### src/design/c2rb_pkg.sv
// c2rb_pkg: shared types and constants of the replicate-border 2d convolution
// no dependencies

package c2rb_pkg;

    localparam int PIX_W      = 16;
    localparam int COEF_W     = 12;
    localparam int KDIM       = 5;
    localparam int SUM_W      = 33;
    localparam int PROD_W     = 29;
    localparam int ROW_W      = 17;
    localparam int CFG_IDX_W  = 3;
    localparam int CFG_DATA_W = 60;

    localparam logic [CFG_IDX_W-1:0] REG_FRAME_WIDTH  = 3'd0;
    localparam logic [CFG_IDX_W-1:0] REG_FRAME_HEIGHT = 3'd1;
    localparam logic [CFG_IDX_W-1:0] REG_KERNEL_SIZE  = 3'd2;
    localparam logic [CFG_IDX_W-1:0] REG_KERNEL_ROW0  = 3'd3;
    localparam logic [CFG_IDX_W-1:0] REG_KERNEL_ROW1  = 3'd4;
    localparam logic [CFG_IDX_W-1:0] REG_KERNEL_ROW2  = 3'd5;
    localparam logic [CFG_IDX_W-1:0] REG_KERNEL_ROW3  = 3'd6;
    localparam logic [CFG_IDX_W-1:0] REG_KERNEL_ROW4  = 3'd7;

    typedef logic [PIX_W-1:0] t_pix;

    typedef logic [KDIM-1:0][CFG_DATA_W-1:0] t_coef_rows;

    typedef struct packed {
        t_pix [KDIM-1:0] col;
        logic            first;
        logic            has;
        logic [1:0]      d0;
        logic            multi;
        logic            frame_last;
    } t_col_item;

endpackage

### src/design/c2rb_fifo.sv
// c2rb_fifo: short queue of column words between front and back
// depends on c2rb_pkg

module c2rb_fifo (
    input  logic                i_clk,
    input  logic                i_rst_n,
    input  logic                i_push,
    input  c2rb_pkg::t_col_item i_item,
    output logic                o_full,
    input  logic                i_pop,
    output logic                o_nonempty,
    output c2rb_pkg::t_col_item o_item
);

    localparam int DEPTH = 4;
    localparam int PW    = $clog2(DEPTH);

    c2rb_pkg::t_col_item r_mem [DEPTH];
    logic [PW-1:0]       r_wp;
    logic [PW-1:0]       r_rp;
    logic [PW:0]         r_count;

    always_ff @(posedge i_clk) begin
        if (!i_rst_n) begin
            r_wp    <= '0;
            r_rp    <= '0;
            r_count <= '0;
        end else begin
            if (i_push) begin
                r_wp <= r_wp + PW'(1);
            end
            if (i_pop) begin
                r_rp <= r_rp + PW'(1);
            end
            case ({i_push, i_pop})
                2'b10:   r_count <= r_count + (PW+1)'(1);
                2'b01:   r_count <= r_count - (PW+1)'(1);
                default: r_count <= r_count;
            endcase
        end
    end

    always_ff @(posedge i_clk) begin
        if (i_push) begin
            r_mem[r_wp] <= i_item;
        end
    end

    assign o_full     = r_count == (PW+1)'(DEPTH);
    assign o_nonempty = r_count != '0;
    assign o_item     = r_mem[r_rp];

`ifndef SYNTHESIS
    a_no_underflow : assert property (@(posedge i_clk) disable iff (!i_rst_n)
        i_pop |-> r_count != '0)
        else $error("pop from empty column queue");
    a_count_max : assert property (@(posedge i_clk) disable iff (!i_rst_n)
        r_count <= (PW+1)'(DEPTH))
        else $error("column queue count overflow");
`endif

endmodule

### config.mk
export PLATFORM = sky130hd
export DESIGN_NAME = c2rb_fifo
export DESIGN_NICKNAME = d
export VERILOG_FILES = /design/src/design/c2rb_pkg.sv /design/src/design/c2rb_fifo.sv
export SDC_FILE = /design/constraint.sdc
export NUM_CORES = 1
export LEC_CHECK = 0
export BUFFER_PORTS_ARGS = -buffer_cell sky130_fd_sc_hd__buf_2
export CORE_ASPECT_RATIO = 0.5
export CORE_MARGIN = 5
export CORE_UTILIZATION = 57
export DETAILED_ROUTE_END_ITERATION = 8
export PLACE_DENSITY = 0.79
export SYNTH_ARGS = -nofsm -noshare
export SYNTH_HDL_FRONTEND = slang
export SYNTH_SLANG_ARGS = --single-unit
### constraint.sdc
create_clock -name i_clk -period 4.1 [get_ports i_clk]
set_clock_uncertainty 0.1 [all_clocks]
set_input_delay 0.41 -clock i_clk [delete_from_list [all_inputs] [get_ports i_clk]]
set_output_delay 0.41 -clock i_clk [all_outputs]
set_load 0.005 [all_outputs]
==> Yosys cells after proc, flatten, opt, wreduce, memory -nomap -nowiden <==
Memories as Yosys holds them, arrays and structs flattened. A register that Yosys moved wholly into a read port is not among the register bits.
Cells that the tools add are included.
{ "op_classes": {"n_lt_le_gt_ge": 0, "n_reduce_logical": 2, "shift": 0, "n_mul": 0, "div_mod_pow": 0, "n_addsub": 4, "eq_ne": 3, "bitwise_logic": 0, "muxes": 5} }
{ "ops": {"columns": ["cell", "count"], "rows": [
  ["case mux 3 bit (2 select lines)", 1],
  ["adder 2 x 1 -> 2 bit, second input constant", 2],
  ["2-to-1 mux 2 bit", 2],
  ["adder 3 x 1 -> 3 bit, second input constant", 1],
  ["equality test 3 bit, second input constant", 1],
  ["nonzero test 3 bit", 1],
  ["subtractor 3 x 1 -> 3 bit, second input constant", 1],
  ["equality test 2 x 1 -> 1 bit, second input constant", 1],
  ["equality test 2 bit, second input constant", 1],
  ["2-to-1 mux 1 bit", 2],
  ["nonzero test 2 bit", 1]
]} }
{ "word_totals": {"ff_bits": 7, "output_inout_bits": 88, "ram_bits": 344, "memories": 1, "romBits": 0, "latch_bits": 0, "elab_cells": 18} }
{ "mem_list": {"columns": ["name", "words", "width", "read_ports", "rd_ports_with_merged_regs", "write_ports", "line", "rtl"], "rows": [
  ["r_mem", 4, 86, 1, 1, 1, "c2rb_fifo.sv:18", "c2rb_pkg::t_col_item r_mem [DEPTH];"]
]} }

==> Longest topological paths before layout <==
Gate-level depths: netlist of run 1.
{ "depth": {"word_depth": 3, "ltp_mapped": 6, "depth_no_buf": 6} }

==> Least setup slack after synthesis of run 1 <==
Ideal clock, no wire load.
{ "synth_path": {"path_type": "register to register", "start": "register r_wp[0]", "end": "memory r_mem[0][0] (netlist bit) (enable)", "path_slack_ns": 1.008, "n_path_buf": 0, "setup_ns": 0.454, "required_time_ns": 3.546, "arrival_ns": 2.539, "path_stages_with_launch": 4, "cell_sequence": "dfxtp_1 > inv_1 > ha_1 > and2_1"} }
{ "synth_lines": {"columns": ["element", "line", "rtl"], "rows": [
  ["start: declaration", "c2rb_fifo.sv:19", "logic [PW-1:0] r_wp;"],
  ["start signal: assignment", "c2rb_fifo.sv:30", "r_wp <= r_wp + PW'(1);"],
  ["end: declaration", "c2rb_fifo.sv:18", null]
]} }
No word-level cell before the write port.

==> impl_metrics.py, run 1 <==
metrics = {
    "run_status": {
        "status": "complete, no violations",
    },
    "final_layout": {
        "instances_no_fill": 1097,
        "mostFrequentLayoutCell": "edfxtp_1",
        "fin_nets": 872,
        "regArea_sq_mm": 0.0105,
        "syn_to_final_growth_pct": 23.3,
        "mostFrequentLayoutCells": "344 x edfxtp_1, 177 x buf_2, 86 x mux4_2, 86 x dlygate4sd3_1, 29 x clkbuf_16",
        "fillers": 1263,
        "utilization_pct": 72.3,
        "drive_gt1_share_pct": 40.0,
        "multi_input_area_sq_mm": 0.00220,
    },
    "clocking": {
        "clk_latency_ns": 0.53,
        "cts_buffers": 29,
        "cts_tree": "yes",
        "clk_pin_slew_ns": 0.07,
        "clockBufferDepth": 3,
        "post_cts_resized": 0,
        "cts_root_buf": "clkbuf_16",
        "h-tree-depth": 1,
        "cts.sinks": 353,
    },
    "timing": {
        "slew_headroom_pct": 36.5,
        "setup_viol": 0,
        "clock.fmax_mhz": 327,
        "fin_crit_ns": 3.05,
        "finalSetupTns_ns": 0,
        "fin_hold_ws_ns": 0.0712,
        "drv_slew": 0,
        "hold_viol_final": 0,
        "rsz0062_at_grt": "no",
        "setup_slack_ns": 1.05,
        "worst_pin_slew_ns": 0.952,
        "finalCritPeriodShare_pct": 74.5,
    },
    "global_route": {
        "grt-ovfl-total": 0,
        "antenna_found_initial": 2,
        "grt_pass1_vias": 6748,
        "grt_max_degree": 61,
        "track_usage_pct": 20.7,
        "grt_pass1_wl_microns": 40500,
    },
    "setup_path": {
        "crit_chain": "buf_12, mux4_2, buf_2",
        "arrival_ns": 2.54,
        "cp_top_family": "flip-flops",
        "cpMaxStageDelayCell": "dfxtp_4",
        "end_kind": "primary output",
        "cp.required_ns": 3.59,
        "worst-path-buf-inv": 2,
        "start_kind": "flop",
        "cpPeakStageDelay_ns": 0.80,
        "path_class": "reg -> out",
        "path_max_fanout": 44,
    },
    "drt": {
        "dr.max_layer_used": "met4",
        "vias_per_cell": 5.59,
        "vias": 6134,
        "drc": 0,
        "m1WireLength_microns": 10600,
        "ant_nets": 0,
        "wl_met2_microns": 13700,
        "first_pass_iters": 5,
        "wl_per_cell_microns": 24.0,
        "drtIter0Drc": 582,
        "wirelength_microns": 26300,
        "wl_met3_microns": 1280,
    },
    "min_path": {
        "hp-class": "in -> reg",
    },
    "pwr": {
        "max-vdd-ir-drop_v": 0.000294,
        "leakage_nw": 5.41,
        "power_density_mw_per_mm2": 485,
    },
    "logic_synthesis": {
        "syn_avg_cell_area_sq_um": 26.2,
        "synth_area_sq_mm": 0.0129,
        "synth_area_leaders": "edfxtp_1 80%, mux4_2 15%, dfxtp_1 1.4%, buf_12 0.78%, ha_1 0.49%",
        "synth_nets": 588,
        "yosys.area.top_type": "edfxtp_1",
        "synth_seq_area_share_pct": 81.6,
        "yosysWarnings": 0,
        "synth.distinct_cells": 20,
        "synth.top_cell.area_share_pct": 80.2,
        "ys_ff_latch": 353,
        "syn_inst": 492,
    },
    "floorplanning": {
        "core_area_sq_mm": 0.0220,
        "ioPinCount": 178,
        "num_rows": 38,
        "die_x_microns": 223,
        "initial_core_util_pct": 58.7,
        "die_h_microns": 116,
        "die-area_sq_mm": 0.0259,
    },
    "placement": {
        "hpwl_microns": 15100,
        "finalWeightedCongestion": 0.721,
        "place_ws_ns": 1.55,
        "placed_cells": 959,
        "port_buffers": 177,
    },
    "flow_run": {
        "max-cap-violations": 0,
    },
}
sequential cells by signal (all words and copies together) (netlist names), named ones only:
register	count
r_mem	344
r_count	3
r_rp	2
r_wp	2
kinds of logic after synthesis:
kind of cell	count (synthesis)	share of synthesized area, %
DFF	353	81.6
xor gates and xnor gates	5	0.340
AOI/OAI and AO/OA	2	0.0971
adders and majority gates	6	0.641
muxes	88	15.2
buffers and inverters	23	1.46
and+or+nand+nor	15	0.718
layout make-up:
cell class                      count  area share, %
Sequential cell                   353           66.2
Clock buffer                       31           4.61
Inverter                            3         0.0709
Multi-Input combinational cell    116           13.8
Antenna cell                        2         0.0315
Clock inverter                     19           1.18
Tap cell                          300           2.36
Timing Repair Buffer              273           11.7
routing by layer:
layer	up-vias	track usage [%]
met3	45	3.92
met5	-	0
li1	2680	-
met2	219	35.5
met1	3190	28.3
met4	0	5.79
worst reg2reg max path, cell delays in order (launching register included):
cell and delay (ns):
dfxtp_1 0.34, inv_1 0.09, ha_1 0.15, and2_4 0.77
buf_4 0.43
final timing paths:
kind         startpoint           end  slack (ns)  cells after the start
max reg2reg     r_wp[1]  r_mem[1][80]        1.93                      4
max                flop    o_item[16]        1.05                      3
min             i_rst_n       r_wp[0]        0.07                      2
min reg2reg  r_count[2]    r_count[2]        0.42                      2
report_power, final:
| group | internal (W) | switching, W | total [W] |
|---|---|---|---|
| Clock | 0.00154 | 0.00120 | 0.00274 |
| Sequential | 0.00414 | 0.0000818 | 0.00422 |
| Combinational | 0.000395 | 0.000351 | 0.000745 |
cell usage after synthesis:
master	number
mux2i_1	2
buf_6	1
fa_1	1
clkbuf_1	4
buf_12	5
nor2b_1	2
buf_2	10
nand2_1	1
a21boi_0	1
and2_1	9
xor2_1	2
edfxtp_1	344
or3_1	2
inv_1	3
mux4_2	86
ha_1	5
o21ai_0	1
nor3b_1	1
xnor2_1	3
dfxtp_1	9
metrics by stage:
step,total power [W],cell area [sq um]
global route,0.00800,15900
detailed placement,0.00498,14100
global placement,0.00496,14100
floorplan,0.00467,12900
finish,0.00771,15900
CTS,0.00775,15900
what timing repair did:
| item | CTS | global route |
|---|---|---|
| hold buffers | 85 | 1 |
| endpoints found under the hold margin | 339 | 4 |
| setup buffers | 0 | 0 |
| endpoints found under the setup margin | 0 | 0 |
Power figures use the tool's default switching activity.
==> inputs of run 2 (changes only) <==
Settings changed: CORE_UTILIZATION 57 to 51, PLACE_DENSITY 0.79 to 0.75.
Clock period 4.1 ns to 2.65 ns, I/O delays scaled along.
==> run 2 against run 1 <==
  * Hold slack got worse by 0.047 ns
  * Die area increased by 11%
  * Worst setup slack got worse by 0.81 ns
  * Register-to-register slack got worse by 1.1 ns
  * Critical path depth unchanged
  * Wire length decreased by 1.4%
  * Final cell count increased by 6.0%
  * Sequential power increased by 54%
  * Critical endpoint is now o_item[60]
  * Largest power group unchanged
==> impl_metrics.py, run 2 (synthesis gave the netlist of run 1 again) <==
metrics = {
    "min_path": {
        "hold_path_startpoint": "i_push",
        "hold_path_end": "r_wp[1]",
        "hold_path_depth": 3,
        "hp-class": "in -> reg",
    },
    "drt": {
        "wirelength_microns": 26000,
        "drc": 0,
        "vias": 6186,
        "ant_nets": 0,
        "wl_per_cell_microns": 22.3,
        "vias_per_cell": 5.32,
        "drtIter0Drc": 463,
        "first_pass_iters": 5,
    },
    "placement": {
        "port_buffers": 177,
        "finalWeightedCongestion": 0.707,
        "hpwl_microns": 14900,
    },
    "timing": {
        "clock.fmax_mhz": 414,
        "finalSetupTns_ns": 0,
        "drv_slew": 0,
        "worst_pin_slew_ns": 0.507,
        "hold_viol_final": 0,
        "slew_headroom_pct": 66.2,
        "fin_crit_ns": 2.42,
        "setup_viol": 0,
        "rsz0062_at_grt": "no",
        "finalCritPeriodShare_pct": 91.2,
    },
    "floorplanning": {
        "die_h_microns": 122,
        "die-area_sq_mm": 0.0287,
        "ioPinCount": 178,
        "core_area_sq_mm": 0.0250,
        "initial_core_util_pct": 51.5,
        "num_rows": 41,
        "die_x_microns": 235,
    },
    "pwr": {
        "p_sw_share_pct": 21.4,
        "power.switching_w": 0.00253,
        "internal_power_w": 0.00931,
        "pwr-share-clk_pct": 34.7,
        "power_density_mw_per_mm2": 733,
        "max-vdd-ir-drop_v": 0.000401,
        "p_comb_share_pct": 10.5,
        "seqPwrFrac_pct": 54.8,
        "leakage_nw": 5.50,
        "total_power_w": 0.0118,
    },
    "setup_path": {
        "timing.rr.start": "r_wp[0]",
        "reg2reg_to": "r_mem[0][62]",
        "start_kind": "flop",
        "r2r_slack_ns": 0.81,
        "r2r_cells": 4,
        "arrival_ns": 2.05,
        "path_max_fanout": 32,
        "cp.required_ns": 2.29,
        "path_class": "reg -> out",
        "end_kind": "primary output",
    },
    "global_route": {
        "grt-ovfl-total": 0,
        "grt_pass1_vias": 6911,
        "antenna_found_initial": 2,
        "grt_pass1_wl_microns": 39500,
        "grt_max_degree": 52,
        "track_usage_pct": 17.7,
    },
    "final_layout": {
        "mostFrequentLayoutCell": "edfxtp_1",
        "fin_nets": 889,
        "mostFrequentLayoutCells": "344 x edfxtp_1, 177 x buf_2, 87 x dlygate4sd3_1",
        "top_register": "r_mem",
        "drive_gt1_share_pct": 40.7,
        "largest_reg_flops": 344,
        "fillers": 1682,
        "reg_top3": "r_mem x344, r_count x3",
        "syn_to_final_growth_pct": 25.4,
    },
    "run_status": {
        "status": "complete, no violations",
    },
    "clocking": {
        "post_cts_resized": 0,
        "cts.sinks": 353,
        "cts_root_buf": "clkbuf_16",
        "h-tree-depth": 1,
        "cts_tree": "yes",
        "cts_buffers": 30,
        "clockBufferDepth": 3,
        "clk_latency_ns": 0.55,
        "clk_pin_slew_ns": 0.07,
    },
    "flow_run": {
        "max-cap-violations": 0,
    },
}
run 2: cell count changes in the layout (fill, tap and decap cells not counted), moves of 2 or more:
| cell | change |
|---|---|
| clkbuf_1 | +12 |
| buf_4 | +7 |
| clkbuf_16 | +2 |
| clkbuf_8 | +3 |
| clkinv_2 | -3 |
| bufinv_16 | -4 |
| buf_12 | +8 |
| clkinv_1 | -6 |
run 2: metal layers:
layer | vias to the layer above | track usage [%] | part of all wire [%]
li1 | 2710 | - | -
met4 | 0 | 4.23 | 2.1
met1 | 3275 | 23.1 | 40
met3 | 37 | 2.40 | 3.3
met2 | 164 | 32.6 | 54
met5 | - | 0 | 0
run 2: power groups by stage:
stage | clock, W | sequential [W] | combinational (W)
after global routing | 0.00445 | 0.00650 | 0.00135
final | 0.00411 | 0.00648 | 0.00125
after CTS | 0.00415 | 0.00649 | 0.00124
after detailed placement | 0 | 0.00661 | 0.00113
after global placement | 0 | 0.00659 | 0.00111
after floorplan | 0 | 0.00658 | 0.000638
run 2: worst max path at each step:
stage            start     endpoint  slack (ns)  depth (start not counted)
2_1_floorplan  r_wp[0]  r_mem[2][0]        0.50                          3
3_3_place_gp      flop    o_item[1]        0.64                          3
3_5_place_dp      flop    o_item[1]        0.63                          3
4_1_cts           flop    o_item[1]        0.05                          3
5_1_grt           flop    o_item[1]        0.13                          3
6_report          flop   o_item[60]        0.23                          3
run 2: cell type report:
type	count	area [sq um]	share of cell area, %
Antenna cell	3	7.51	0.0465
Timing Repair Buffer	289	2080	12.9
Sequential cell	353	10500	65.1
Clock inverter	7	37.5	0.232
Tap cell	344	430	2.66
Clock buffer	48	870	5.38
Multi-Input combinational cell	116	2200	13.6
Inverter	3	11.3	0.0697
run 2: what timing repair did:
action                                  4_1_cts  5_1_grt
buffers inserted                              0        9
endpoints found under the setup margin        0       25
hold buffers                                 87        0
hold endpoints to repair                    353        0
run 2: stage by stage:
step	worst slack, ns	instance area [sq um]	hold WS, ns	utilization (%)	instances
after floorplan	0.504	12900	0.264	-	492
after global placement	0.640	14300	0.374	57.1	1009
after detailed placement	0.634	14300	0.380	57.1	1009
after CTS	0.0482	16100	0.0137	64.2	1151
after global routing	0.135	16200	0.0459	64.5	1163
final	0.234	16200	0.0241	64.5	1163
run 2: worst max-delay path, stage by stage, from the launching register on:
cell and delay [ns]:
dfxtp_4 0.46, buf_12 0.30, mux4_2 0.57, buf_2 0.15
==> inputs of run 3 (changes only) <==
Settings changed: CORE_MARGIN 5 to 2, REMOVE_ABC_BUFFERS set to 1.
==> run 3 against run 2 <==
  * Count of clock-buffer cells in the layout fell by 6
  * Register-to-register slack improved by 0.09 ns
  * Critical path depth did not move
  * Hold slack improved by 0.015 ns
  * Via count fell by 1.8%
  * Fmax rose by 1.1%
==> impl_metrics.py, run 3 (synthesis gave the netlist of run 1 again) <==
metrics = {
    "timing": {
        "rsz0062_at_grt": "no",
        "hold_viol_final": 0,
        "finalSetupTns_ns": 0,
        "slew_headroom_pct": 58.1,
        "finalCritPeriodShare_pct": 90.2,
        "fin_crit_ns": 2.39,
        "worst_pin_slew_ns": 0.628,
        "drv_slew": 0,
        "setup_viol": 0,
        "clock.fmax_mhz": 418,
    },
    "final_layout": {
        "stdcell_area_sq_mm": 0.0162,
        "syn_to_final_growth_pct": 25.5,
        "reg_top3": "r_mem x344, r_count x3",
        "drive_gt1_share_pct": 40.8,
        "mostFrequentLayoutCells": "344 x edfxtp_1, 177 x buf_2, 88 x dlygate4sd3_1",
        "fin_nets": 884,
        "largest_reg_flops": 344,
        "mostFrequentLayoutCell": "edfxtp_1",
        "instances_no_fill": 1157,
        "top_register": "r_mem",
    },
    "pwr": {
        "power_density_mw_per_mm2": 746,
        "total_power_w": 0.0121,
        "leakage_nw": 5.52,
        "max-vdd-ir-drop_v": 0.000491,
    },
    "setup_path": {
        "r2r_cells": 4,
        "cpPeakStageDelay_ns": 0.51,
        "reg2reg_to": "r_mem[0][42]",
        "timing.rr.start": "r_wp[0]",
        "path_max_fanout": 42,
        "r2r_slack_ns": 0.90,
        "path_class": "reg -> out",
        "arrival_ns": 2.02,
        "cpMaxStageDelayCell": "buf_4",
        "start_kind": "flop",
        "crit_chain": "buf_4, mux4_2, buf_2",
        "end_kind": "primary output",
        "cp.required_ns": 2.29,
    },
    "clocking": {
        "cts_tree": "yes",
        "clockBufferDepth": 3,
        "cts_buffers": 30,
        "cts_root_buf": "clkbuf_16",
        "clk_pin_slew_ns": 0.07,
        "cts.sinks": 353,
        "clk_latency_ns": 0.55,
        "h-tree-depth": 1,
    },
    "min_path": {
        "hold_path_depth": 3,
        "hold_path_startpoint": "i_push",
        "hold_path_end": "r_wp[1]",
        "hp-class": "in -> reg",
    },
    "drt": {
        "drtIter0Drc": 482,
        "first_pass_iters": 6,
        "ant_nets": 0,
        "wirelength_microns": 24700,
        "wl_per_cell_microns": 21.4,
        "drc": 0,
        "vias": 6073,
        "vias_per_cell": 5.25,
    },
    "global_route": {
        "grt_pass1_wl_microns": 37200,
        "grt_max_degree": 50,
        "track_usage_pct": 18.5,
        "grt_pass1_vias": 6501,
        "grt-ovfl-total": 0,
        "antenna_found_initial": 0,
    },
    "floorplanning": {
        "num_rows": 41,
        "die_h_microns": 116,
        "ioPinCount": 178,
        "core_area_sq_mm": 0.0250,
        "initial_core_util_pct": 51.5,
        "die_x_microns": 229,
        "die-area_sq_mm": 0.0266,
    },
    "placement": {
        "placed_cells": 1009,
        "place_area_sq_mm": 0.0143,
        "port_buffers": 177,
        "finalWeightedCongestion": 0.767,
        "hpwl_microns": 14600,
    },
    "flow_run": {
        "max-cap-violations": 0,
    },
    "run_status": {
        "status": "complete, no violations",
    },
}
run 3: layer usage:
metal / vias up / track usage, % / wire length [microns]
met2: 134 / 32.8 / 13200
met5: - / 0 / 0
met1: 3201 / 24.1 / 10100
met4: 0 / 4.63 / 453
li1: 2705 / - / -
met3: 33 / 3.69 / 962
run 3: repair_timing:
item / in CTS / in global routing
buffers inserted: 0 / 3
endpoints found under the hold margin: 353 / 0
setup endpoints to repair: 0 / 2
gates resized for setup: 0 / 0
hold buffers: 88 / 0
run 3: report_power, final:
group          total, W  switching, W  internal [W]
clock network   0.00435       0.00188       0.00247
logic           0.00124      0.000587      0.000653
registers       0.00648     0.0000745       0.00641
run 3: worst max path at each step:
stage	startpoint	end	depth (start not counted)
after floorplan	flop	o_item[0]	1
after global routing	flop	o_item[20]	3
after global placement	flop	o_item[21]	3
after CTS	flop	o_item[26]	3
after detailed placement	flop	o_item[26]	3
final	flop	o_item[17]	3
run 3: final cells by class:
class / count / area, sq um
inverter: 3 / 11.3
fill: 1675 / 8860
clock buffer: 42 / 826
tap: 344 / 430
clock inverter: 14 / 151
sequential: 353 / 10500
antenna: 1 / 2.50
multi-input combinational: 116 / 2200
timing repair buffer: 284 / 2030
run 3: critical path: cells and delay by family (launching register included):
| family | cells | cell delay (ns) |
|---|---|---|
| buffers and inverters | 2 | 0.68 |
| muxes | 1 | 0.42 |
| DFF | 1 | 0.36 |
run 3: per-stage QoR:
step	setup slack, ns	hold WS (ns)	utilization, %
2_1_floorplan	-1.98	0.264	-
3_3_place_gp	0.682	0.375	57.1
3_5_place_dp	0.664	0.380	57.1
4_1_cts	0.0484	0.0217	64.5
5_1_grt	0.181	0.0568	64.6
6_report	0.260	0.0388	64.6
